--- src/hdl/bps_pkg.sv ---
// Shared types, constants and tone table of the beep pattern sequencer.
package bps_pkg;

	// Default length of one update tick in milliseconds
	localparam int TICK_MS_DEF = 5;

	// Beep train timing and frequency law
	localparam int BEEP_ON_MS     = 150;
	localparam int BEEP_OFF_MS    = 50;
	localparam int TRAIN_BASE_HZ  = 2000;
	localparam int TRAIN_STEP_HZ  = 200;

	// Item commands
	typedef enum logic {
		CMD_TICK  = 1'b0,
		CMD_EVENT = 1'b1
	} cmd_t;

	// Tone kinds
	localparam logic [3:0] KIND_PUFF_IN   = 4'd0;
	localparam logic [3:0] KIND_PUFF_OUT  = 4'd1;
	localparam logic [3:0] KIND_CALIB     = 4'd2;
	localparam logic [3:0] KIND_SLOT      = 4'd3;
	localparam logic [3:0] KIND_SIP_IN    = 4'd4;
	localparam logic [3:0] KIND_SIP_OUT   = 4'd5;
	localparam logic [3:0] KIND_IR        = 4'd6;
	localparam logic [3:0] KIND_IR_REC    = 4'd7;
	localparam logic [3:0] KIND_SHOW_SIP  = 4'd8;
	localparam logic [3:0] KIND_SHOW_PUFF = 4'd9;
	localparam logic [3:0] KIND_BT_PAIR   = 4'd10;

	// Input item: tick or tone event
	typedef struct packed {
		logic       cmd;
		logic [3:0] kind;
		logic [7:0] param;
	} ev_item_t;

	// Result item: one tone command
	typedef struct packed {
		logic [15:0] frequency_hz;
		logic [11:0] duration_ms;
	} tone_item_t;

	// Lookup of a fixed tone; hit is low for the slot kind and unknown kinds
	typedef struct packed {
		logic       hit;
		tone_item_t tone;
	} tone_lookup_t;

	function automatic tone_lookup_t tone_table(input logic [3:0] kind);
		tone_lookup_t r;
		r.hit  = 1'b1;
		r.tone = '0;
		unique case (kind)
			KIND_PUFF_IN:   r.tone = '{16'd400,  12'd200};
			KIND_PUFF_OUT:  r.tone = '{16'd400,  12'd100};
			KIND_CALIB:     r.tone = '{16'd200,  12'd400};
			KIND_SIP_IN:    r.tone = '{16'd300,  12'd200};
			KIND_SIP_OUT:   r.tone = '{16'd300,  12'd100};
			KIND_IR:        r.tone = '{16'd2500, 12'd30};
			KIND_IR_REC:    r.tone = '{16'd350,  12'd500};
			KIND_SHOW_SIP:  r.tone = '{16'd5000, 12'd5};
			KIND_SHOW_PUFF: r.tone = '{16'd4000, 12'd5};
			KIND_BT_PAIR:   r.tone = '{16'd230,  12'd4000};
			default:        r.hit = 1'b0;
		endcase
		return r;
	endfunction

endpackage

--- src/hdl/bps_core.sv ---
// Train state and per-item step logic of the beep pattern sequencer.
module bps_core import bps_pkg::*; #(
	parameter int TICK_MS = TICK_MS_DEF
) (
	input  logic       clk,
	input  logic       arst_n,
	input  logic       step,
	input  ev_item_t   item,
	output logic       res_valid,
	output tone_item_t res
);

	// Ticks to count past before the next beep
	localparam logic [7:0] WAIT_LIMIT = 8'((BEEP_ON_MS + BEEP_OFF_MS) / TICK_MS);

	logic [15:0] train_freq_q;
	logic [8:0]  beeps_left_q;
	logic        phase_q;
	logic [7:0]  tick_count_q;

	logic [15:0] train_freq_d;
	logic [8:0]  beeps_left_d;
	logic        phase_d;
	logic [7:0]  tick_count_d;
	logic [7:0]  tick_inc;
	tone_lookup_t lk;

	assign lk       = tone_table(item.kind);
	assign tick_inc = tick_count_q + 8'd1;

	// Next state and result for the item in stage one
	always_comb begin
		train_freq_d = train_freq_q;
		beeps_left_d = beeps_left_q;
		phase_d      = phase_q;
		tick_count_d = tick_count_q;
		res_valid    = 1'b0;
		res          = lk.tone;
		if (item.cmd == CMD_EVENT) begin
			if (item.kind == KIND_SLOT) begin
				if (beeps_left_q == '0) begin
					train_freq_d = 16'(TRAIN_BASE_HZ) + 16'(TRAIN_STEP_HZ) * {8'd0, item.param};
					beeps_left_d = {1'b0, item.param} + 9'd1;
					phase_d      = 1'b0;
					tick_count_d = '0;
				end
			end else begin
				res_valid = lk.hit;
			end
		end else if (beeps_left_q != '0) begin
			if (!phase_q) begin
				// emit phase: one beep command
				res_valid = 1'b1;
				res       = '{train_freq_q, 12'(BEEP_ON_MS)};
				phase_d   = 1'b1;
			end else if (tick_inc > WAIT_LIMIT) begin
				// end of the beep period
				beeps_left_d = beeps_left_q - 9'd1;
				phase_d      = 1'b0;
				tick_count_d = '0;
			end else begin
				tick_count_d = tick_inc;
			end
		end
	end

	// Train state, updated as each item leaves stage one
	always_ff @(posedge clk or negedge arst_n) begin
		if (!arst_n) begin
			train_freq_q <= '0;
			beeps_left_q <= '0;
			phase_q      <= 1'b0;
			tick_count_q <= '0;
		end else if (step) begin
			train_freq_q <= train_freq_d;
			beeps_left_q <= beeps_left_d;
			phase_q      <= phase_d;
			tick_count_q <= tick_count_d;
		end
	end

endmodule

--- src/hdl/beep_pattern_sequencer.sv ---
// Top level of the beep pattern sequencer: input register, step logic, result register.
//
// Usage:
//   ev channel (ev_valid / ev_stall / ev) carries items: a tick (cmd 0) of
//   TICK_MS milliseconds or a tone event (cmd 1) with a kind and a param.
//   tone channel (tone_valid / tone_stall / tone) carries tone commands:
//   frequency in Hz and duration in ms. An item gives zero or one command.
//   An item is taken at a rising edge with valid high and stall low.
// Order: an item taken sits in the input register; its command, if any, is
//   registered into the result register when stage one advances past it.
// Throughput: one item per cycle unless the receiver stalls; train state and
//   tone table are a single level of logic between input and result registers.
// Stall: while the receiver stalls with a command waiting, the item in the
//   input register is held and ev_stall is raised; nothing is dropped.
// Reset: arst_n clears both registers' valid flags and the train state (no
//   train running, emit phase, tick count zero).
module beep_pattern_sequencer import bps_pkg::*; #(
	parameter int TICK_MS = TICK_MS_DEF
) (
	input  logic       clk,
	input  logic       arst_n,
	input  logic       ev_valid,
	output logic       ev_stall,
	input  ev_item_t   ev,
	output logic       tone_valid,
	input  logic       tone_stall,
	output tone_item_t tone
);

	logic       valid_s1;
	ev_item_t   item_s1;
	logic       advance;
	logic       res_valid;
	tone_item_t res;
	logic       tone_valid_q;
	tone_item_t tone_q;

	// Stage one moves on when it holds an item, unless a waiting command is stalled
	assign advance  = valid_s1 && !(tone_valid_q && tone_stall);
	assign ev_stall = valid_s1 && tone_valid_q && tone_stall;

	// Input register
	always_ff @(posedge clk or negedge arst_n) begin
		if (!arst_n) begin
			valid_s1 <= 1'b0;
		end else if (!ev_stall) begin
			valid_s1 <= ev_valid;
		end
	end

	always_ff @(posedge clk) begin
		if (ev_valid && !ev_stall) begin
			item_s1 <= ev;
		end
	end

	bps_core #(
		.TICK_MS(TICK_MS)
	) u_core (
		.clk       (clk),
		.arst_n    (arst_n),
		.step      (advance),
		.item      (item_s1),
		.res_valid (res_valid),
		.res       (res)
	);

	// Result register
	always_ff @(posedge clk or negedge arst_n) begin
		if (!arst_n) begin
			tone_valid_q <= 1'b0;
		end else if (advance) begin
			tone_valid_q <= res_valid;
		end else if (!tone_stall) begin
			tone_valid_q <= 1'b0;
		end
	end

	always_ff @(posedge clk) begin
		if (advance && res_valid) begin
			tone_q <= res;
		end
	end

	assign tone_valid = tone_valid_q;
	assign tone       = tone_q;

endmodule
--- config.mk ---
export PLATFORM = sky130hd
export DESIGN_NAME = beep_pattern_sequencer
export DESIGN_NICKNAME = d
export VERILOG_FILES = /design/src/hdl/bps_pkg.sv /design/src/hdl/bps_core.sv /design/src/hdl/beep_pattern_sequencer.sv
export SDC_FILE = /design/constraint.sdc
export NUM_CORES = 1
export LEC_CHECK = 0
export BUFFER_PORTS_ARGS = -buffer_cell sky130_fd_sc_hd__buf_2
export CORE_AREA = 8 8 93 95
export CTS_CLUSTER_SIZE = 24
export DETAILED_ROUTE_END_ITERATION = 8
export DIE_AREA = 0 0 101 103
export PLACE_DENSITY = 0.81
export SLEW_MARGIN = 10
export SYNTH_ARGS = -nofsm -noshare
export SYNTH_HDL_FRONTEND = slang
export SYNTH_HIERARCHICAL = 1
export SYNTH_SLANG_ARGS = --single-unit
--- constraint.sdc ---
create_clock -name clk -period 7.9 [get_ports clk]
set_clock_uncertainty 0.15 [all_clocks]
set_input_delay 1.975 -clock clk [delete_from_list [all_inputs] [get_ports clk]]
set_output_delay 1.975 -clock clk [all_outputs]
set_load 0.03 [all_outputs]
# Word level (Yosys, flattened, before mapping)
# Cells that the tools add are included.
[word_totals]
latch_bits = 0
wordCells = 78
regBits = 77
romBits = 0
output_inout_bits = 30
n_memories = 0
ram_bits = 0
inputBits = 17
[classes]
n_lt_le_gt_ge = 1
reduce_logical = 19
n_mux = 29
div = 0
n_mul = 1
shift = 0
eq_ne = 13
add_sub_neg = 4
n_bitwise = 0
[ops]
columns = ["op", "n"]
rows = [
  ["25-bit one-hot mux with 10 select lines", 1],
  ["28-bit two-way mux", 3],
  ["9-bit two-way mux", 6],
  ["8-bit two-way mux", 6],
  ["11-bit by 16-bit adder with 16-bit output, first input constant", 1],
  ["4-bit by 3-bit equality test with 1-bit output, second input constant", 4],
  ["5-bit by 8-bit multiplier with 13-bit output, first input constant", 1],
  ["1-bit two-way mux", 13],
  ["4-bit equality test, second input constant", 3],
  ["10-bit OR reduction", 1],
  ["8-bit by 1-bit adder with 9-bit output, second input constant", 1],
  ["9-bit logical NOT", 1],
  ["9-bit nonzero test", 1],
  ["9-bit by 1-bit subtractor with 9-bit output, second input constant", 1],
  ["8-bit by 1-bit adder with 8-bit output, second input constant", 1],
  ["4-bit by 2-bit equality test with 1-bit output, second input constant", 2],
  ["8-bit by 6-bit greater-than comparator with 1-bit output, second input constant", 1],
  ["4-bit AND reduction", 2],
  ["1-bit logical AND", 6],
  ["2-bit by 1-bit != test with 1-bit output, second input constant", 3],
  ["6-bit AND reduction", 1],
  ["2-bit nonzero test", 3],
  ["5-bit AND reduction", 1],
  ["4-bit by 1-bit equality test with 1-bit output, second input constant", 1],
  ["other kinds (2)", 3],
]

# Depth between registers and ports, before layout
[depth]
depth_word = 6
mapped_depth = 13
ltp_nobuf = 12

# By module
# Netlist, hierarchy kept.
[by_module_without_submodules]
columns = ["mod", "area_per_inst_um2", "n_inst", "cells_each", "seq_area_each_um2"]
rows = [
  ["bps_core", 3084.2, 1, 378, 775.7],
  ["beep_pattern_sequencer", 1330.0, 1, 52, 1281.2],
]

# Worst setup path before layout
# No wires, ideal clock.
[synth_path]
path_kind = "in2out"
startpoint = "input port tone_stall"
endpoint = "output port ev_stall"
cell_stages = 2
n_path_buf = 0
required_time_ns = 5.775
t_arrival_ns = 2.264
setup_slack_ns = 3.511
cell_sequence = "nand3_2 -> inv_1"
[synth_via]
elab_chain_len = 1
[synth_lines]
columns = ["element", "line", "source"]
rows = [
  ["from (decl)", "beep_pattern_sequencer.sv:26", "input logic tone_stall,"],
  ["1-bit logical AND", "beep_pattern_sequencer.sv:40", "assign ev_stall = valid_s1 && tone_valid_q && tone_stall;"],
  ["to (decl)", "beep_pattern_sequencer.sv:23", "output logic ev_stall,"],
]
# Every way passes these cells.

# Final worst setup path
# Ends and elaborated chain as after synthesis.

==> metrics <==
Hold-fix buffers, CTS=0; most common cell after layout, fill and taps aside=buf_2; CP Launch Type=primary input; DP Cell Count=roughly 560; CTS max path bufs=2; Max VDD drop=0.0001052 V; vias in the first global route=around 3200; worst stage delay on the critical path=0.19 ns; crit path DAT=~2.4 ns; CTS buffer count=9; Yosys Warn Count=6; RSZ-0062 raised after global routing=no; pre-CTS WS=approximately 3.3 ns; Reg clk slew, reported paths=~0.080 ns; ANT cells=0; Distinct cells, synth=65; total power=0.001139 W; Synth Register Bits=74; pin count of the biggest net entering global routing=34; Max FO, Critical Path=3; most area-consuming cells after synthesis=edfxtp_1, dfrtp_1, ha_1, nand2_1, xnor2_1; via density per instance=between 5 and 6; crit-path most repeated cell=buf_2; Required @ worst endpoint=5.78 ns; commonest non-fill, non-tap cells in the layout=buf_2, nand2_1, edfxtp_1; Hold WC Path Type=reg2reg; mux cell area share after synthesis=1.219%; first-pass iteration count of the detailed router=4; register area share after synthesis=approximately 47%; Rel. slew slack=between 20% and 30%; internal reg-to-reg setup slack=4.09 ns; Post-synth ARST share=44.59%; setup TNS=0 ns; adder-cell area share of the yosys netlist=between 10 and 15%; routed vias=~3400; initial core utilization=around three fifths; reg2reg start=item_s1[3]; CP Class=in2out; first-pass GRT wire length=roughly 15000 µm; die area=10400 µm²; Tcrit/Tclk final=between 50 and 60%; First DRT Iteration DRCs=136; r2r worst-path depth=12; final worst slack=~3.3 ns; Die Ht=between 100 and 150 µm; Setup Buffers After CTS=0; Hold Fails Final Rpt=0; r2r endpoint=u_core/train_freq_q[15]; I/O Pins=between 40 and 50; area delta synth->final=10.60%; DPL Wire Length=approximately 6700 µm; clk_lat worst skew=approximately 0.35 ns; final setup fails=0; Power Density=between 200 and 250 nW/µm²; cell taking the most area after synthesis=edfxtp_1; Worst-Margin Slew=~1.2 ns; remaining global-route overflow=0; H-tree level count=3; Synth Instances=430; Setup crit end kind=primary output; share of the synthesized area in the top cell type=approximately 28%; worst-path cell chain=buf_2 > nand3_2 > inv_1 > buf_2; Core Area=7137 µm²; Compound-Gate Fraction of Synth Area=between 10% and 20%; gr usage total=between 10% and 20%; number of synthesized flops with an enable pin=41; Fillers=587; fmax=approximately 220 MHz; # DRC=0; detailed-route wire length=between 8000 and 9000 µm; worst hold slack=between 0.3 and 0.4 ns; IO Port Bufs=between 40 and 50; CTS tree=yes; Syn Std Cell Area=around 4400 µm²; Non-Filler Instances=approximately 570; WL/cell=15.60 µm; CTS sink cnt=74; final worst path period need=4.564 ns; Max-Cap Viols=0; Syn Nets=just under 500; row count=31; antenna violations before repair=0; routability congestion estimate from global placement=about 0.9; Synth Flop Type=edfxtp_1; die width=approximately 100 µm; share of cells above drive strength 1=between 10% and 20%; P_leak=2.069 nW; Hold Path Stages=2; Crit-path slowest cell=buf_2; # nets final=518; hold path startpoint=u_core/train_freq_q[3]; Final Max Slew Viols=0; main combinational cell family by area after synthesis=simple AND/OR/NAND/NOR gates; simple-gate portion of the synthesized area=between 10% and 20%; synthesized area per cell=just over 10 µm²; number of gates resized after CTS=0; XOR/XNOR Fraction of Synth Area=3.770%; root buffer cell=clkbuf_8; ANT nets after route=0; Hold Path End=u_core/train_freq_q[3]; run status=finished, final reports clean
-- logic make-up (layout without fill, tap and decap cells) --
family / after synthesis / after routing
AND/OR/NAND/NOR: 159 / 159
flip-flops: 74 / 74
other: 1 / 1
AO/OA/AOI/OAI: 100 / 100
buffers and inverters: 38 / 80
XOR/XNOR: 19 / 19
multiplexers: 5 / 5
adder cells (fa/ha/maj): 34 / 34
-- cell usage after synthesis (3+ instances only) --
cell type,number
buf_4,4
o21ai_0,19
mux2_2,3
a21oi_1,19
fa_1,3
and3_1,7
a2111oi_0,4
a22o_1,4
o211ai_1,5
clkbuf_1,14
nor3b_1,4
o21ai_1,12
edfxtp_1,41
nand2b_1,4
o32ai_1,4
and2_1,12
nor2b_1,5
ha_1,31
nand4_1,7
dfrtp_1,33
xor2_1,6
nor2_1,30
nor4_1,3
inv_1,17
xnor2_1,13
or3_1,6
a21o_1,7
nand2_1,43
nand3_1,10
nor3_1,13
-- flip-flops by register name (all words and copies together), names as in the netlist --
register,cells
valid_s1,1
tone,28
u_core/tick_count_q,8
u_core/phase_q,1
u_core/train_freq_q,13
tone_valid,1
u_core/beeps_left_q,9
item_s1,13
-- routing by layer --
layer / track usage, % / part of all wire (%) / wire (µm) / vias up
li1: - / - / - / 1669
met1: 21.26 / 44 / 3953 / 1581
met2: 30.92 / 49 / 4329 / 89
met3: 4.727 / 5.6 / 500 / 11
met4: 6.071 / 1.4 / 127 / 0
met5: 0 / 0 / 0 / -
-- worst max-delay path: cells and delay by family --
kind	cells	cell delay [ns]
AND/OR/NAND/NOR	1	0.09
buffers and inverters	3	0.37
-- worst max path at each step --
stage | from | to | slack (ns) | cells past startpoint
after CTS | tone_stall | ev_stall | 3.33 | 4
after global placement | tone_stall | ev_stall | 3.36 | 4
after detailed placement | tone_stall | ev_stall | 3.34 | 4
after floorplan | tone_stall | ev_stall | 3.51 | 2
final | tone_stall | ev_stall | 3.34 | 4
after global routing | tone_stall | ev_stall | 3.30 | 4
-- power by group --
part | internal, W | leakage, nW | switching [W] | total, W
Sequential | 0.000452 | 0.825 | 0.0000357 | 0.000488
Combinational | 0.000135 | 1.14 | 0.000212 | 0.000346
Clock | 0.000151 | 0.102 | 0.000153 | 0.000304
-- final cells by class --
type	instances	area (µm²)	area share (%)
timing repair buffer	47	237.7	4.869
clock inverter	7	83.83	1.717
clock buffer	9	123.9	2.537
sequential	74	2057	42.13
multi-input combinational	318	2192	44.90
tap	99	123.9	2.537
inverter	17	63.81	1.307
-- stage by stage --
step / cell area (µm²) / util [%]
final: 4882 / 68.41
after global routing: 4882 / 68.41
after CTS: 4882 / 68.41
after detailed placement: 4674 / 65.50
after global placement: 4674 / 65.50
after floorplan: 4414 / -
Power figures use the tool's default switching activity.
